==> src/hdl/hss_ram.sv <==
// Generic single-port-write, single-port-read RAM with registered read data.
// Depends on nothing.
module hss_ram #(
	parameter int WIDTH = 8,
	parameter int DEPTH = 256
) (
	input  logic                     clk,
	input  logic                     we,
	input  logic [$clog2(DEPTH)-1:0] waddr,
	input  logic [WIDTH-1:0]         wdata,
	input  logic [$clog2(DEPTH)-1:0] raddr,
	output logic [WIDTH-1:0]         rdata
);

	logic [WIDTH-1:0] mem [DEPTH];

	// Write port and registered read port.
	always_ff @(posedge clk) begin
		if (we) begin
			mem[waddr] <= wdata;
		end
		rdata <= mem[raddr];
	end

endmodule

==> config.mk <==
export PLATFORM = sky130hd
export DESIGN_NAME = hss_ram
export DESIGN_NICKNAME = d
export VERILOG_FILES = /design/src/hdl/hss_ram.sv
export SDC_FILE = /design/constraint.sdc
export NUM_CORES = 2
export LEC_CHECK = 0
export ABC_AREA = 1
export BUFFER_PORTS_ARGS = -buffer_cell sky130_fd_sc_hd__buf_2
export CORE_ASPECT_RATIO = 0.8
export CORE_UTILIZATION = 50
export DETAILED_ROUTE_END_ITERATION = 8
export PLACE_DENSITY = 0.65
export SLEW_MARGIN = 20
export SYNTH_ARGS = -nofsm -noshare
export SYNTH_HDL_FRONTEND = slang
export SYNTH_SLANG_ARGS = --single-unit
==> constraint.sdc <==
create_clock -name clk -period 3.7 [get_ports clk]
set_input_delay 0.37 -clock clk [delete_from_list [all_inputs] [get_ports clk]]
set_output_delay 0.37 -clock clk [all_outputs]
set_load 0.005 [all_outputs]
==> metrics.cfg <==
[global_route]
antenna_found_initial=19
grt_start_max_net_pins=163
grt_overflow_total=0
grt_pass1_wl_mm=342
grt_usage_pct=27.3
grt_pass1_vias=51600

[clocking]
cts_tree=built
clkLatencyLatePin_ns=0.85
cts_buffer_depth=3
post_cts_buffers=0
cts_buffers=195
cts-root-buf=clkbuf_16
htree_levels=4
clock_sinks=2056
cts_resized=0
clkTransAtPathRegs_ns=0.06

[drt]
avgViaCountPerCell=5.91
drc=0
firstDrtPassIters=6
drt_iter0_drc=7692
detail-route-antenna-nets=0
vias=55100
wl_mm=231
wl_per_cell_um=24.7

[logic_synthesis]
ys_seq_area_share_pct=73.9
syn_nets=7029
synth_area_um2=83400
synth-seq-cells=2056
syn_inst=7003
synth_cell_types=14
yosysWarnings=0
synth.avg_cell_area_um2=11.9

[power]
p_int_mw=36.8
clockPowerShare_pct=39.8
power_density_nw_per_um2=518
pwr-share-comb_pct=6.3
pwr-share-seq_pct=53.9
power.switching_mw=10.9
power_leakage_nw=31.8
netSwitchingFraction_pct=22.9
vdd_drop_max_mv=0.623

[die]
start_util_pct=50.6
fp-row-count=133
dieHeight_um=367
dieWidth_um=459
core_area_um2=165000
die_area_um2=168000
io_pins=34

[placement]
port_buffers=33
gp_congestion=0.871
dpl.hpwl_mm=131

[timing]
finalSetupViolCount=0
clock.fmax_ghz=0.405
fin_skew_ns=0.0330
hold_viol_final=0
period_needed_ns=2.47
maxSlewViolCount=0
tightestPinTransition_ns=1.04
rsz0062_at_grt=false
max-slew-margin-rel_pct=31.0
fin_crit_sh_pct=66.7
tns_ns=0

[setup_path]
startpoint_type=input pin
critPathArrivalTime_ns=3.23
cp_max_fo=70
cp.required_ns=4.46
worstSetupEndpointType=register
worstSetupPathType=input pin to register

[final_layout]
nNetsFinal=6966
post-route-util_pct=55.9
area_growth_pct=10.5
drive_gt1_share_pct=6.64
fill_cells=13400

[min_path]
min_path_type=input pin to register

[status]
status=finished, final reports clean

[job]
drv_cap=0

## synthesized netlist by cell type
| master | n | share of area (%) |
|---|---|---|
| nand3_1 | 2019 | 12 |
| buf_6 | 16 | 0.22 |
| buf_4 | 46 | 0.41 |
| inv_2 | 2 | 0.0090 |
| buf_1 | 40 | 0.18 |
| clkbuf_1 | 112 | 0.50 |
| buf_8 | 1 | 0.018 |
| nor2_1 | 283 | 1.3 |
| nand2_1 | 2123 | 9.6 |
| buf_2 | 268 | 1.6 |
| dfxtp_1 | 8 | 0.19 |
| edfxtp_1 | 2048 | 74 |
| inv_1 | 36 | 0.16 |
| inv_4 | 1 | 0.0075 |
## per-layer routing
metal	GRT usage [%]	routed length (µm)
met5	0	46
met4	9.54	7050
met3	4.92	23100
met2	40.7	104000
met1	40.4	96600
## power groups by stage
stage | clock network (mW) | registers (mW) | logic [mW]
2_1_floorplan | 0 | 26.2 | 1.58
3_5_place_dp | 0 | 26.2 | 2.95
3_3_place_gp | 0 | 26.2 | 2.92
4_1_cts | 19.1 | 25.7 | 2.96
5_1_grt | 20.1 | 25.7 | 3.21
6_report | 19.0 | 25.7 | 3.00
## placed cells by master (no fill, tap or decap), types with 3 or more instances in the layout
master	instances
buf_12	60
buf_2	21
buf_4	129
buf_8	11
bufinv_16	8
clkbuf_1	55
clkbuf_16	197
clkbuf_8	5
clkinv_1	52
clkinv_2	22
clkinv_8	6
dfxtp_1	8
diode_2	8
edfxtp_1	2048
inv_1	34
inv_6	6
inv_8	3
nand2_1	2123
nand3_1	2019
nor2_1	283
## flip-flops by register name, summed over array words and instances, names as in the netlist
signal,count
rdata,8
mem,2048
## path summary, 6_finish.rpt
check,start,endpoint,slack [ns],cells past startpoint
setup / recovery,raddr[0],rdata[1],1.23,13
setup reg to reg,mem[202][1],rdata[1],1.55,10
hold / removal,wdata[0],mem[125][0],0.05,1
hold reg to reg,mem[15][3],rdata[3],0.96,10
## per-stage QoR
step | instance area, µm² | total power, mW | cells | hold slack (ns) | setup WS, ns
finish | 92200 | 47.7 | 9330 | 0.0488 | 1.23
global route | 92100 | 49.0 | 9323 | 0.0611 | 1.23
CTS | 92100 | 47.8 | 9322 | 0.0103 | 1.40
detailed placement | 86200 | 29.2 | 8968 | 0.778 | 0.516
global placement | 86200 | 29.1 | 8968 | 0.778 | 0.536
floorplan | 83400 | 27.8 | 7003 | 0.469 | 1.84
## logic make-up after synthesis
kind of cell           share of synthesized area [%]
buffers and inverters                           3.12
AND/OR/NAND/NOR                                 22.9
flip-flops                                      73.9
## critical path: stages
cell     delay (ns)
buf_8          0.18
buf_12         0.41
buf_4          0.44
nand2_1        0.09
nand3_1        0.10
nand3_1        0.12
nand3_1        0.11
nand3_1        0.11
nand3_1        0.24
nand3_1        0.33
nand2_1        0.25
nand2_1        0.23
nand2_1        0.14
## layout make-up
cell class                      instances  area, µm²  share of cell area (%)
Timing Repair Buffer                  223       2460                    2.67
Multi-Input combinational cell       4425      19100                    20.8
Antenna cell                            8       20.0                  0.0217
Clock buffer                          257       5200                    5.65
Inverter                               39        180                   0.196
Clock inverter                         95        707                   0.767
Sequential cell                      2056      61700                    66.9
Tap cell                             2227       2790                    3.02
## what timing repair did
item | 4_1_cts | 5_1_grt
hold buffers | 2 | 0
hold endpoints to repair | 5 | 0
endpoints found under the setup margin | 0 | 0
No activity file was read; power rests on OpenSTA's default activity.
