## src/hdl/hss_pkg.sv

```systemverilog
// Shared constants for the rerouted HyperLogLog spread sketch.
// Used by the divider, the multiplier, the top level and the testbench; depends on nothing.
package hss_pkg;

	// Sketch geometry. REGS and ROWS are powers of two.
	localparam int unsigned ROWS = 1024;
	localparam int unsigned REGS = 32;
	localparam int ROW_W  = $clog2(ROWS);
	localparam int REG_W  = $clog2(REGS);
	localparam int ADDR_W = ROW_W + REG_W;
	localparam int CELLS  = ROWS * REGS;

	// Item and register widths.
	localparam int LBL_W  = 32;
	localparam int CNT_W  = 5;
	localparam int BANK_W = 2 * CNT_W;
	localparam int QW     = 32 - REG_W;
	localparam int MUL_W  = 32;

	// Command codes of an input item.
	localparam logic CMD_UPDATE = 1'b0;
	localparam logic CMD_QUERY  = 1'b1;

	// Harmonic sum, division and estimate widths.
	localparam int SUM_W  = 33 + REG_W;
	localparam int DVS_W  = SUM_W;
	localparam int DVD_W  = 16 + 32 + 2 * REG_W;
	localparam int DCNT_W = $clog2(DVD_W);
	localparam int EST_W  = DVD_W;
	localparam int LOG_W  = 48;
	localparam int E_W    = 6;
	localparam int MQ_W   = 39;

	// Hash constants.
	localparam logic [31:0] ROW_SEED  = 32'd41213;
	localparam logic [31:0] ELEM_SEED = 32'd12412;
	localparam logic [31:0] MM_C1     = 32'hcc9e2d51;
	localparam logic [31:0] MM_C2     = 32'h1b873593;
	localparam logic [31:0] MM_C3     = 32'h85ebca6b;
	localparam logic [31:0] MM_C4     = 32'hc2b2ae35;
	localparam logic [31:0] MM_ADD    = 32'he6546b64;
	localparam logic [31:0] MM_LEN    = 32'd8;
	localparam logic [31:0] LN2_Q32   = 32'hB17217F8;

	// Bias constant alpha in Q32 and the numerator alpha*REGS^2.
	localparam logic [63:0] ALPHA_DEN = 64'(10 * (1000 * REGS + 1079));
	localparam logic [63:0] ALPHA_Q32 =
		(REGS == 16) ? ((64'd673 << 32) + 64'd500) / 64'd1000 :
		(REGS == 32) ? ((64'd697 << 32) + 64'd500) / 64'd1000 :
		(REGS == 64) ? ((64'd709 << 32) + 64'd500) / 64'd1000 :
		((64'(7213 * REGS) << 32) + ALPHA_DEN / 2) / ALPHA_DEN;
	localparam logic [63:0] NUM_Q32 = ALPHA_Q32 * 64'(REGS) * 64'(REGS);

	// Range limits of the estimate in Q16.
	localparam logic [EST_W-1:0] LIN_LIMIT = EST_W'((5 * REGS) << 15);
	localparam logic [EST_W-1:0] MAX_Q16   = EST_W'(48'hFFFFFFFF0000);

endpackage

```

## src/hdl/hss_mul.sv

```systemverilog
// Shared 32x32 multiplier with a registered 64-bit product.
// Depends on hss_pkg for the operand width.
module hss_mul import hss_pkg::*; (
	input  logic               clk,
	input  logic [MUL_W-1:0]   a,
	input  logic [MUL_W-1:0]   b,
	output logic [2*MUL_W-1:0] p
);

	// One product per cycle, ready in the cycle after the operands.
	always_ff @(posedge clk) begin
		p <= (2*MUL_W)'(a) * (2*MUL_W)'(b);
	end

endmodule

```

## config.mk

```make
export PLATFORM = sky130hd
export DESIGN_NAME = hss_mul
export DESIGN_NICKNAME = d
export VERILOG_FILES = /design/src/hdl/hss_pkg.sv /design/src/hdl/hss_mul.sv
export SDC_FILE = /design/constraint.sdc
export NUM_CORES = 2
export LEC_CHECK = 0
export BUFFER_PORTS_ARGS = -buffer_cell sky130_fd_sc_hd__buf_2
export CAP_MARGIN = 30
export CORE_UTILIZATION = 25
export CTS_BUF_LIST = sky130_fd_sc_hd__clkbuf_4
export DETAILED_ROUTE_END_ITERATION = 6
export GPL_TIMING_DRIVEN = 0
export HOLD_SLACK_MARGIN = 0.1
export MAX_ROUTING_LAYER = met4
export PLACE_DENSITY = 0.35
export SYNTH_ARGS = -nofsm -noshare
export SYNTH_HDL_FRONTEND = slang
export SYNTH_SLANG_ARGS = --single-unit
```

## constraint.sdc

```tcl
create_clock -name clk -period 9.32 [get_ports clk]
set_input_delay 0.932 -clock clk [delete_from_list [all_inputs] [get_ports clk]]
set_output_delay 0.932 -clock clk [all_outputs]
set_load 0.005 [all_outputs]
```

==> PnR_summary.wiki <==
{| class="wikitable"
! Metric !! Value
|-
| Synthesized instance count || 3,748
|-
| Antenna-violating nets left || 0
|-
| Most common cell after layout, fill and taps aside || sky130_fd_sc_hd__fa_1
|-
| Registers with the most flip-flops || p: 64 flops
|-
| Net Count, Synth || 4,972
|-
| Number of filler cells placed in the layout || 15,044
|-
| Maximum operating frequency || 107 MHz
|-
| Starting utilization of the core area || 25.2%
|-
| Top fanout value on the critical path || 10
|-
| TritonCTS clock tree || yes
|-
| Total detailed-routing wirelength || 158,000 µm
|-
| Kind of start point of the critical path || input pin
|-
| Final critical path time including I/O delays and setup || 9.32 ns
|-
| Most frequent cells in the layout || sky130_fd_sc_hd__fa_1, sky130_fd_sc_hd__inv_1, sky130_fd_sc_hd__and2_1
|-
| TritonCTS Sinks || 64
|-
| Share of the clock period used by the worst path after layout || 100%
|-
| Standard-cell row count || 136
|-
| Proportion of synthesized chip area in sequential cells || 3.69%
|-
| Multi-input combinational cell area || 0.0293 mm²
|-
| Residual DRC || 0
|-
| Avg Vias per Cell || 4.55
|-
| Nets@finish || 5,177
|-
| Top FF cell, synth || sky130_fd_sc_hd__dfxtp_1
|-
| Overall Global Routing Usage || 23.6%
|-
| Critical Path Sink Type || flip-flop
|-
| Cell type contributing the most total cell area after synthesis || sky130_fd_sc_hd__fa_1
|-
| Number of buffers inserted by port buffering || 128
|-
| Number of max-slew violations in the final report || 0
|-
| Io pins || 129
|-
| Total gr overflow || 0
|-
| Portion of synthesized cell area occupied by the leading cell type || 51.7%
|-
| Flip-flop and latch area || 0.00128 mm²
|-
| Syn Area/Cell || 9.25 µm²
|-
| DP Wirelength || 139,000 µm
|-
| Warnings, synthesis || 0
|-
| Relative max-transition margin || 27.0%
|-
| Largest register FFs || 64
|-
| Number of endpoints failing setup at the final stage || 1
|-
| Root cell of the clock tree || sky130_fd_sc_hd__clkbuf_4
|-
| Chip Width || 374 µm
|-
| Number of violations of the max-capacitance limit || 0
|-
| Total standard cell area after synthesis || 0.0347 mm²
|-
| Reg with most FFs || p
|-
| Actual slew at the worst max-slew pin || 1.09 ns
|-
| Clock-pin slew on the worst setup and hold paths || 0.13 ns
|-
| Post-synth ARST share || 0%
|-
| Vias in the first global route || 28,945
|-
| Failing checks || setup timing
|-
| Setup repair after global routing missed its margin || true
|-
| Syn-to-layout area delta || 11.8%
|-
| Vias after detailed routing || 26,241
|-
| H-tree Lvls || 3
|-
| Hold_buf cts || 0
|-
| Detail-routed net length per standard cell || 27.4 µm
|-
| Worst Slack Setup Final || -0.00106 ns
|-
| Crit path DAT || 9.80 ns
|-
| Required time at the endpoint of the critical path || 9.80 ns
|-
| Final Hold Vio Count || 0
|-
| Flops & latches, synth || 64
|-
| Global-route wire length before repair || 223,000 µm
|-
| Placeable core region || 0.137 mm²
|-
| Number of synthesized flops with an enable pin || 0
|-
| Number of CTS-inserted buffers || 9
|-
| Distinct cell type count after synthesis || 57
|-
| CP Class || in -> reg
|-
| Fraction of the core area covered by cells at the end of the flow || 28.2%
|-
| Share of final-layout standard cells stronger than drive strength 1 || 6.19%
|-
| Maximum number of pins on one net before global-route repair || 12
|-
| Clock Path Buffers || 2
|-
| Vertical extent of the die || 374 µm
|-
| Cell types with the largest area share after synthesis || sky130_fd_sc_hd__fa_1, sky130_fd_sc_hd__and2_1, sky130_fd_sc_hd__ha_1
|-
| Fin Setup TNS || -0.00106 ns
|-
| Antenna violations before repair || 48
|-
| Class of the most critical hold timing path || in -> reg
|-
| Pre-Repair DR Iteration Count || 5
|-
| Status || finished with violations
|-
| Initial DRC Count || 1,540
|-
| Overall die area || 0.140 mm²
|-
| DP Worst Slack || -0.521 ns
|-
| Final weighted congestion of routability-driven global placement || 0.941
|}
-- cells by family (layout without fill, tap and decap cells) --
group / count (synthesis) / count (layout) / share of synthesized area [%]
other cells: 0 / 16 / 0
buf+inv: 1085 / 1295 / 11.8
flops: 64 / 64 / 3.69
fa+ha+maj: 1159 / 1159 / 61.2
compound gates: 202 / 202 / 4.15
mux: 1 / 1 / 0.0289
xor+xnor: 60 / 60 / 1.52
simple gates: 1177 / 1177 / 17.6
-- critical path, stage by stage --
cell                       delay, ns
sky130_fd_sc_hd__buf_2          0.35
sky130_fd_sc_hd__clkbuf_1       0.81
sky130_fd_sc_hd__nand2_1        0.16
sky130_fd_sc_hd__fa_1           0.52
sky130_fd_sc_hd__inv_1          0.05
sky130_fd_sc_hd__fa_1           0.49
sky130_fd_sc_hd__fa_1           0.61
sky130_fd_sc_hd__fa_1           0.52
sky130_fd_sc_hd__fa_1           0.60
sky130_fd_sc_hd__fa_1           0.45
sky130_fd_sc_hd__fa_1           0.52
sky130_fd_sc_hd__inv_1          0.06
sky130_fd_sc_hd__fa_1           0.47
sky130_fd_sc_hd__inv_1          0.04
sky130_fd_sc_hd__ha_1           0.25
sky130_fd_sc_hd__buf_2          0.18
sky130_fd_sc_hd__nand4_1        0.33
sky130_fd_sc_hd__or4_1          0.54
sky130_fd_sc_hd__or3_1          0.44
sky130_fd_sc_hd__a31oi_1        0.51
sky130_fd_sc_hd__a31o_2         0.36
sky130_fd_sc_hd__a211oi_1       0.15
sky130_fd_sc_hd__o21ai_1        0.22
sky130_fd_sc_hd__xor2_1         0.18
-- routing by layer --
metal | up-vias | track usage (%) | wire length (µm)
met3 | 190 | 2.00 | 6970
met1 | 13974 | 30.2 | 67500
met5 | - | - | 0
li1 | 11283 | - | -
met2 | 794 | 39.0 | 76500
met4 | 0 | 8.57 | 7140
-- Yosys cell counts, types with 3 or more instances --
cell	count
sky130_fd_sc_hd__fa_1	896
sky130_fd_sc_hd__inv_1	865
sky130_fd_sc_hd__and2_1	602
sky130_fd_sc_hd__nand2_1	480
sky130_fd_sc_hd__ha_1	263
sky130_fd_sc_hd__clkbuf_1	213
sky130_fd_sc_hd__dfxtp_1	64
sky130_fd_sc_hd__a21oi_1	63
sky130_fd_sc_hd__a21o_1	40
sky130_fd_sc_hd__xnor2_1	35
sky130_fd_sc_hd__xor2_1	25
sky130_fd_sc_hd__nand4_1	23
sky130_fd_sc_hd__o21ai_0	21
sky130_fd_sc_hd__nor2_1	20
sky130_fd_sc_hd__and3_1	14
sky130_fd_sc_hd__a31oi_1	12
sky130_fd_sc_hd__nand3_1	10
sky130_fd_sc_hd__o21bai_1	10
sky130_fd_sc_hd__o21a_1	9
sky130_fd_sc_hd__nor3_1	7
sky130_fd_sc_hd__buf_2	6
sky130_fd_sc_hd__o21ai_1	5
sky130_fd_sc_hd__a221o_1	4
sky130_fd_sc_hd__a211oi_1	3
sky130_fd_sc_hd__a21boi_1	3
sky130_fd_sc_hd__a21oi_2	3
sky130_fd_sc_hd__a221oi_4	3
sky130_fd_sc_hd__and4_1	3
sky130_fd_sc_hd__o221ai_1	3
sky130_fd_sc_hd__o31ai_4	3
sky130_fd_sc_hd__or2_2	3
sky130_fd_sc_hd__or3_1	3
sky130_fd_sc_hd__or4_1	3
-- final timing paths --
check,from,endpoint,slack (ns),cells after the start
worst max-delay path,b[25],p[62],-0.001,24
worst min-delay path,b[0],p[0],0.71,2
-- timing repair --
action | in CTS | in global routing
endpoints found under the setup margin | 0 | 4
setup buffers | 0 | 0
gates resized for setup | 0 | 35
-- per-stage QoR --
stage	std cells	hold WS [ns]	instance area, µm²
global placement	5670	1.25	37600
finish	5768	0.713	38800
floorplan	3748	1.06	34700
detailed placement	5734	1.25	38500
global route	5756	0.633	38700
CTS	5750	0.605	38700
-- final cells by class --
class	count	share of cell area [%]
inverters	865	8.38
diodes	16	0.103
clock buffers	9	0.174
clock inverters	7	0.223
flip-flops and latches	64	3.31
multi-input cells	2599	75.6
repair buffers	194	4.20
plain buffers	220	2.19
well taps	1794	5.79
Power is not shown: default switching activity piles up to over one toggle a cycle in this logic, so the estimate is an artifact.
