--- src/hdl/hss_pkg.sv ---
// Shared constants for the rerouted HyperLogLog spread sketch.
// Used by the divider, the multiplier, the top level and the testbench; depends on nothing.
package hss_pkg;

	// Sketch geometry. REGS and ROWS are powers of two.
	localparam int unsigned ROWS = 1024;
	localparam int unsigned REGS = 32;
	localparam int ROW_W  = $clog2(ROWS);
	localparam int REG_W  = $clog2(REGS);
	localparam int ADDR_W = ROW_W + REG_W;
	localparam int CELLS  = ROWS * REGS;

	// Item and register widths.
	localparam int LBL_W  = 32;
	localparam int CNT_W  = 5;
	localparam int BANK_W = 2 * CNT_W;
	localparam int QW     = 32 - REG_W;
	localparam int MUL_W  = 32;

	// Command codes of an input item.
	localparam logic CMD_UPDATE = 1'b0;
	localparam logic CMD_QUERY  = 1'b1;

	// Harmonic sum, division and estimate widths.
	localparam int SUM_W  = 33 + REG_W;
	localparam int DVS_W  = SUM_W;
	localparam int DVD_W  = 16 + 32 + 2 * REG_W;
	localparam int DCNT_W = $clog2(DVD_W);
	localparam int EST_W  = DVD_W;
	localparam int LOG_W  = 48;
	localparam int E_W    = 6;
	localparam int MQ_W   = 39;

	// Hash constants.
	localparam logic [31:0] ROW_SEED  = 32'd41213;
	localparam logic [31:0] ELEM_SEED = 32'd12412;
	localparam logic [31:0] MM_C1     = 32'hcc9e2d51;
	localparam logic [31:0] MM_C2     = 32'h1b873593;
	localparam logic [31:0] MM_C3     = 32'h85ebca6b;
	localparam logic [31:0] MM_C4     = 32'hc2b2ae35;
	localparam logic [31:0] MM_ADD    = 32'he6546b64;
	localparam logic [31:0] MM_LEN    = 32'd8;
	localparam logic [31:0] LN2_Q32   = 32'hB17217F8;

	// Bias constant alpha in Q32 and the numerator alpha*REGS^2.
	localparam logic [63:0] ALPHA_DEN = 64'(10 * (1000 * REGS + 1079));
	localparam logic [63:0] ALPHA_Q32 =
		(REGS == 16) ? ((64'd673 << 32) + 64'd500) / 64'd1000 :
		(REGS == 32) ? ((64'd697 << 32) + 64'd500) / 64'd1000 :
		(REGS == 64) ? ((64'd709 << 32) + 64'd500) / 64'd1000 :
		((64'(7213 * REGS) << 32) + ALPHA_DEN / 2) / ALPHA_DEN;
	localparam logic [63:0] NUM_Q32 = ALPHA_Q32 * 64'(REGS) * 64'(REGS);

	// Range limits of the estimate in Q16.
	localparam logic [EST_W-1:0] LIN_LIMIT = EST_W'((5 * REGS) << 15);
	localparam logic [EST_W-1:0] MAX_Q16   = EST_W'(48'hFFFFFFFF0000);

endpackage

--- src/hdl/hss_div.sv ---
// Restoring divider, one quotient bit per cycle, for the raw estimate.
// Depends on hss_pkg for the dividend and divisor widths.
module hss_div import hss_pkg::*; (
	input  logic             clk,
	input  logic             arst_n,
	input  logic             start,
	input  logic [DVD_W-1:0] dividend,
	input  logic [DVS_W-1:0] divisor,
	output logic             done,
	output logic [DVD_W-1:0] quotient
);

	logic              busy_q;
	logic              done_q;
	logic [DCNT_W-1:0] cnt_q;
	logic [DVS_W-1:0]  rem_q;
	logic [DVD_W-1:0]  quo_q;
	logic [DVS_W-1:0]  dvs_q;
	logic [DVS_W:0]    trial;
	logic [DVS_W:0]    diff;
	logic              ge;

	// Trial subtraction of the divisor from the shifted partial remainder.
	always_comb begin
		trial = {rem_q, quo_q[DVD_W-1]};
		diff  = trial - {1'b0, dvs_q};
		ge    = (trial >= {1'b0, dvs_q});
	end

	// Control: counts DVD_W steps while busy, then raises a one-cycle done pulse.
	always_ff @(posedge clk or negedge arst_n) begin
		if (!arst_n) begin
			busy_q <= 1'b0;
			done_q <= 1'b0;
			cnt_q  <= '0;
		end else begin
			done_q <= 1'b0;
			if (start) begin
				busy_q <= 1'b1;
				cnt_q  <= '0;
			end else if (busy_q) begin
				if (cnt_q == DCNT_W'(DVD_W - 1)) begin
					busy_q <= 1'b0;
					done_q <= 1'b1;
				end
				cnt_q <= cnt_q + DCNT_W'(1);
			end
		end
	end

	// Datapath: remaining dividend bits shift out as quotient bits shift in.
	always_ff @(posedge clk) begin
		if (start) begin
			rem_q <= '0;
			quo_q <= dividend;
			dvs_q <= divisor;
		end else if (busy_q) begin
			rem_q <= ge ? diff[DVS_W-1:0] : trial[DVS_W-1:0];
			quo_q <= {quo_q[DVD_W-2:0], ge};
		end
	end

	assign done     = done_q;
	assign quotient = quo_q;

endmodule

--- config.mk ---
export PLATFORM = sky130hd
export DESIGN_NAME = hss_div
export DESIGN_NICKNAME = d
export VERILOG_FILES = /design/src/hdl/hss_pkg.sv /design/src/hdl/hss_div.sv
export SDC_FILE = /design/constraint.sdc
export NUM_CORES = 1
export LEC_CHECK = 0
export BUFFER_PORTS_ARGS = -buffer_cell sky130_fd_sc_hd__buf_2
export CAP_MARGIN = 25
export CELL_PAD_IN_SITES_DETAIL_PLACEMENT = 0
export CELL_PAD_IN_SITES_GLOBAL_PLACEMENT = 1
export CORE_MARGIN = 2
export CORE_UTILIZATION = 40
export DETAILED_ROUTE_END_ITERATION = 12
export MAX_ROUTING_LAYER = met4
export PLACE_DENSITY_LB_ADDON = 0.08
export SLEW_MARGIN = 20
export SYNTH_ARGS = -nofsm -noshare
export SYNTH_HDL_FRONTEND = slang
export SYNTH_SLANG_ARGS = --single-unit
--- constraint.sdc ---
create_clock -name clk -period 5.6 [get_ports clk]
set_input_delay 0.28 -clock clk [delete_from_list [all_inputs] [get_ports clk]]
set_output_delay 0.28 -clock clk [all_outputs]
set_load 0.02 [all_outputs]
==> results of run 1 <==
## metal layers
metal / track usage, % / routed length (um) / vias up
met1: 22.6 / 7990 / 2652
li1: - / - / 2848
met5: - / 0 / -
met3: 7.03 / 1430 / 9
met4: 4.39 / 126 / 0
met2: 29.2 / 8180 / 161
## state kept, by name (all words and copies together), names as in the netlist
signal    count
quotient     58
dvs_q        38
rem_q        38
cnt_q         6
busy_q        1
done          1
## kinds of logic after synthesis
logic type / Yosys count / share of synthesized area, %
AOI/OAI and AO/OA: 160 / 14.8
xor gates and xnor gates: 36 / 4.04
adders and majority gates: 41 / 6.67
buffers and inverters: 84 / 4.81
DFF: 142 / 49.2
muxes: 91 / 12.6
and+or+nand+nor: 134 / 7.84
## cell usage in the layout (no fill, tap or decap), drive strengths merged, types with 6 or more instances in the layout
master | Yosys | layout
dfxtp | 38 | 38
clkinv | 1 | 7
buf | 9 | 164
a211oi | 36 | 36
xor2 | 15 | 15
nor3 | 6 | 6
inv | 50 | 56
a21oi | 42 | 42
a21o | 24 | 24
ha | 40 | 40
clkbuf | 24 | 17
nor2b | 6 | 6
mux2i | 32 | 32
o21ai | 20 | 20
nand2 | 33 | 33
nand4 | 8 | 8
edfxtp | 96 | 96
xnor2 | 21 | 21
a31oi | 9 | 9
nor2 | 55 | 55
mux2 | 59 | 59
dfrtp | 8 | 8
nand3 | 9 | 9
## metrics by stage
step	power (mW)	setup WS [ns]	area (um2)
global route	2.77	2.07	9410
finish	2.65	2.29	9410
CTS	2.69	1.83	9360
global placement	1.59	1.95	8790
detailed placement	1.59	1.84	8790
floorplan	1.47	2.55	7800
## where the power goes
group / leakage (nW) / switching (mW) / total, mW / internal (mW)
combinational: 2.44 / 0.191 / 0.333 / 0.142
clock: 0.273 / 0.471 / 1.09 / 0.617
sequential: 1.40 / 0.0339 / 1.23 / 1.20
total: 4.11 / 0.696 / 2.65 / 1.96
## worst paths after layout
kind / cells past startpoint / end / startpoint / slack (ns)
max in group asynchronous: 2 / busy_q / arst_n / 5.18
max reg2reg: 14 / rem_q[36] / quotient[57] / 2.29
max: 14 / rem_q[36] / quotient[57] / 2.29
min in group asynchronous: 2 / done / arst_n / 0.23
min: 1 / dvs_q[10] / divisor[10] / 0.02
min reg2reg: 2 / rem_q[12] / rem_q[12] / 0.50
## cell type report
| class | count | share of cell area (%) |
|---|---|---|
| Antenna cell | 3 | 0.0797 |
| Clock buffer | 17 | 4.52 |
| Clock inverter | 14 | 1.42 |
| Inverter | 51 | 2.03 |
| Multi-Input combinational cell | 462 | 38.2 |
| Sequential cell | 142 | 40.8 |
| Tap cell | 265 | 3.52 |
| Timing Repair Buffer | 165 | 9.38 |
## timing repair
item | 4_1_cts | 5_1_grt
resized for setup | 0 | 0
endpoints found under the hold margin | 8 | 0
hold buffers | 1 | 0
## worst max-delay path: cells and delay by family (launching register included)
family / cells / cell delay (ns)
AO/OA/AOI/OAI: 9 / 1.89
buffers and inverters: 2 / 0.14
adder cells (fa/ha/maj): 2 / 0.57
flip-flops: 1 / 0.42
multiplexers: 1 / 0.22
==> flow_summary.json, run 1 <==
{
  "finalNetCount": 979,
  "grt_pass1_vias": 5815,
  "period_minus_slack_ns": 3.31,
  "synth_nets": 828,
  "place_congestion": 0.800,
  "vias": 5670,
  "yosys.area.top_type": "edfxtp_1",
  "netlist_instances": 688,
  "ys_async_sr_fraction_pct": 5.63,
  "dpl.hpwl_mm": 12.6,
  "regArea_um2": 3840,
  "worstPathCellList": "inv_1, ha_1, inv_1, fa_1, a21o_1, a31o_2, a21oi_2, o41ai_4, a21oi_2, o21ai_1, a41oi_1, mux2i_1, o2111ai_1, a21oi_1",
  "critPathRequiredTime_ns": 5.95,
  "syn_avg_cell_area_um2": 11.3,
  "rsz0062_at_grt": "false",
  "viasPerCell": 5.07,
  "dieArea_um2": 20600,
  "fill_cells": 1841,
  "coreArea_um2": 19300,
  "finalSetupTns_ns": 0,
  "synth.ff_latch_count": 142,
  "utilization_pct": 48.7,
  "synth_most_common_cell": "edfxtp_1",
  "critPathMaxStageDelay_ns": 0.42,
  "ys_top_cells_by_count": "edfxtp_1 (96), mux2_2 (59), nor2_1 (55), inv_1 (50), ha_1 (40)",
  "synth.top_cell.area_share_pct": 36.9,
  "hold_violations": 0,
  "multi_input_area_um2": 3600,
  "grt_max_degree": 79,
  "io_pins": 158,
  "die_h_um": 144,
  "ant_nets": 0,
  "syn-cell-area_um2": 7800,
  "clkSinkCount": 142,
  "layout-drive-gt1-share_pct": 32.0,
  "track_usage_pct": 18.5,
  "grt_antenna_before_repair": 3,
  "cts_root_buffer": "clkbuf_16",
  "initial_core_util_pct": 40.4,
  "hp-class": "in2reg",
  "clkLatencyLatePin_ns": 0.43,
  "ys.flop_type": "edfxtp_1",
  "cts_setup_buffers": 0,
  "numCtsBuffers": 17,
  "port_buffers": 157,
  "period_share_pct": 59.1,
  "placed_cells": 1082,
  "wl_per_cell_um": 15.8,
  "routed_wl_mm": 17.7,
  "slew_violations": 0,
  "h-tree-depth": 4,
  "drv_cap": 0,
  "chipWidth_um": 144,
  "leakagePower_nw": 4.11,
  "drtIter0Drc": 237,
  "rows": 51,
  "fin_cells": 1119,
  "powerDensity_nw_per_um2": 282,
  "status": "complete, no violations",
  "worstSetupPathType": "reg2reg",
  "slew_headroom_pct": 46.0,
  "yosysWarningCount": 0,
  "worstSetupEndpointType": "flip-flop",
  "finalClockSkew_ns": 0.0121,
  "syn2layout_area_growth_pct": 20.6,
  "max_freq_mhz": 302,
  "whs_ns": 0.0227,
  "synth_edf_count": 96,
  "synthDistinctLibCells": 61,
  "worst_ep_arrival_time_ns": 3.66,
  "grt_overflow": 0,
  "crit_fanout": 4,
  "synth_area_leaders": "edfxtp_1 (37%), dfxtp_1 (9.7%), mux2_2 (8.5%)",
  "clk_pin_slew_ns": 0.06,
  "crit_path_top_delay_cell": "edfxtp_1",
  "seq_area_frac_synth_pct": 49.2,
  "first_pass_iters": 5,
  "tightestPinTransition_ns": 0.810,
  "setup_violations": 0,
  "grt_first_pass_wirelength_mm": 29.2,
  "ir_drop_mv": 0.190,
  "clock_path_buffers": 2,
  "startpoint_type": "flip-flop",
  "cts_tree": "yes",
  "route.detailed.drc": 0
}
Note: power is estimated with default switching activity, not from simulation.
==> inputs of run 2 (changes only) <==
Settings changed: CORE_UTILIZATION 40 to 39.
Clock period 5.6 ns to 2.76 ns, I/O delays scaled along.
==> flow_summary.json, run 2 (same netlist as run 1, synthesis figures left out) <==
{
  "status": "finished with violations",
  "violations": "setup timing",
  "chipWidth_um": 145,
  "layout_common_cells": "buf_2 (156), edfxtp_1 (96), buf_4 (79)",
  "max_freq_mhz": 352,
  "placed_cells": 1145,
  "grt_first_pass_wirelength_mm": 32.8,
  "routed_wl_mm": 20.3,
  "leakagePower_nw": 4.87,
  "crit_fanout": 4,
  "period_minus_slack_ns": 2.84,
  "rsz0062_at_grt": "true",
  "grt_overflow": 0,
  "fin_cells": 1272,
  "initial_core_util_pct": 40.0,
  "hold_violations": 0,
  "fin_ws_ns": -0.0771,
  "h-tree-depth": 4,
  "clock_path_buffers": 2,
  "top_layer_used": "met4",
  "worstSetupPathType": "reg2reg",
  "largest_reg_flops": 58,
  "dp_worst_setup_slack_ns": -0.158,
  "cts_root_buffer": "clkbuf_16",
  "layout-drive-gt1-share_pct": 40.8,
  "worst_ep_arrival_time_ns": 3.13,
  "place_congestion": 0.830,
  "drtIter0Drc": 302,
  "viasPerCell": 5.01,
  "fill_cells": 1709,
  "port_buffers": 157,
  "clkLatencyLatePin_ns": 0.43,
  "ant_nets": 0,
  "cts_tree": "yes",
  "ir_drop_mv": 0.410,
  "setup_violations": 5,
  "io_pins": 158,
  "grt_antenna_before_repair": 0,
  "wl_met3_um": 952,
  "first_pass_iters": 4,
  "clk_pin_slew_ns": 0.07,
  "wl_met1_mm": 9.31,
  "die_h_um": 145,
  "hp-class": "in2reg",
  "drv_cap": 0,
  "wl_per_cell_um": 16.0,
  "critPathRequiredTime_ns": 3.06,
  "diodes": 0,
  "rows": 51,
  "rrSetupSlack_ns": -0.08,
  "clkSinkCount": 142,
  "slew_headroom_pct": 64.7,
  "slew_violations": 0,
  "totalPowerFinal_mw": 5.70,
  "startpoint_type": "flip-flop",
  "route.detailed.drc": 0,
  "powerDensity_nw_per_um2": 510,
  "coreArea_um2": 19500,
  "final_common_cell": "buf_2",
  "grt_max_degree": 65,
  "period_share_pct": 103,
  "dpl.hpwl_mm": 13.6,
  "finalNetCount": 1134,
  "vias": 6373,
  "tightestPinTransition_ns": 0.529,
  "dieArea_um2": 21200,
  "syn2layout_area_growth_pct": 43.2,
  "track_usage_pct": 19.5,
  "worstSetupEndpointType": "flip-flop",
  "finalClockSkew_ns": 0.0199,
  "wl_met2_mm": 9.76,
  "numCtsBuffers": 17,
  "grt_pass1_vias": 6690
}
[run 2: cell type report]
| type | count | area, um2 | area share (%) |
|---|---|---|---|
| Clock buffer | 18 | 429 | 3.84 |
| Timing Repair Buffer | 319 | 2330 | 20.9 |
| Tap cell | 265 | 332 | 2.97 |
| Multi-Input combinational cell | 463 | 3900 | 34.9 |
| Clock inverter | 14 | 146 | 1.31 |
| Inverter | 51 | 191 | 1.71 |
| Sequential cell | 142 | 3850 | 34.4 |
[run 2: final timing paths]
kind,start,to,cells past startpoint
min in group asynchronous,arst_n,done,2
worst min register to register,rem_q[11],rem_q[11],2
worst max register to register,quotient[57],rem_q[34],14
max in group asynchronous,arst_n,busy_q,2
worst min-delay path,dividend[29],quotient[29],2
worst max-delay path,quotient[57],rem_q[34],14
[run 2: routing by layer]
layer / track usage, % / up-vias
met5: - / -
li1: - / 3148
met1: 24.0 / 3037
met2: 32.1 / 166
met4: 5.98 / 0
met3: 4.55 / 22
[run 2: worst max-delay path, stage by stage (launching register included)]
cell and delay (ns):
edfxtp_1 0.39, inv_1 0.07, ha_2 0.18, inv_2 0.04
fa_2 0.34, a21o_1 0.19, a31o_4 0.23, a21oi_4 0.15
o41ai_4 0.10, a21oi_2 0.25, o21a_1 0.24, o31ai_2 0.10
xor2_1 0.17, mux2i_1 0.17, a211oi_2 0.08
[run 2: power by group]
part           total (mW)  switching, mW  internal, mW
sequential           2.50         0.0714          2.43
clock                2.32           1.04          1.28
combinational       0.884          0.446         0.438
total                5.70           1.56          4.15
[run 2: through the flow]
stage	TNS [ns]	utilization, %	hold slack [ns]	instance area (um2)
2_1_floorplan	-0.367	-	-0.158	7830
3_3_place_gp	-0.502	47.9	-0.0177	9350
3_5_place_dp	-1.19	47.9	-0.0127	9350
4_1_cts	-0.418	55.5	0.0000859	10800
5_1_grt	-2.11	57.2	0.00296	11200
6_report	-0.247	57.2	0.0115	11200
[run 2: timing repair]
action,4_1_cts,5_1_grt
buffers inserted,11,9
pin swaps,30,39
gates cloned,1,3
hold buffers,70,1
gates resized for setup,25,37
hold endpoints to repair,77,1
setup endpoints to repair,33,39
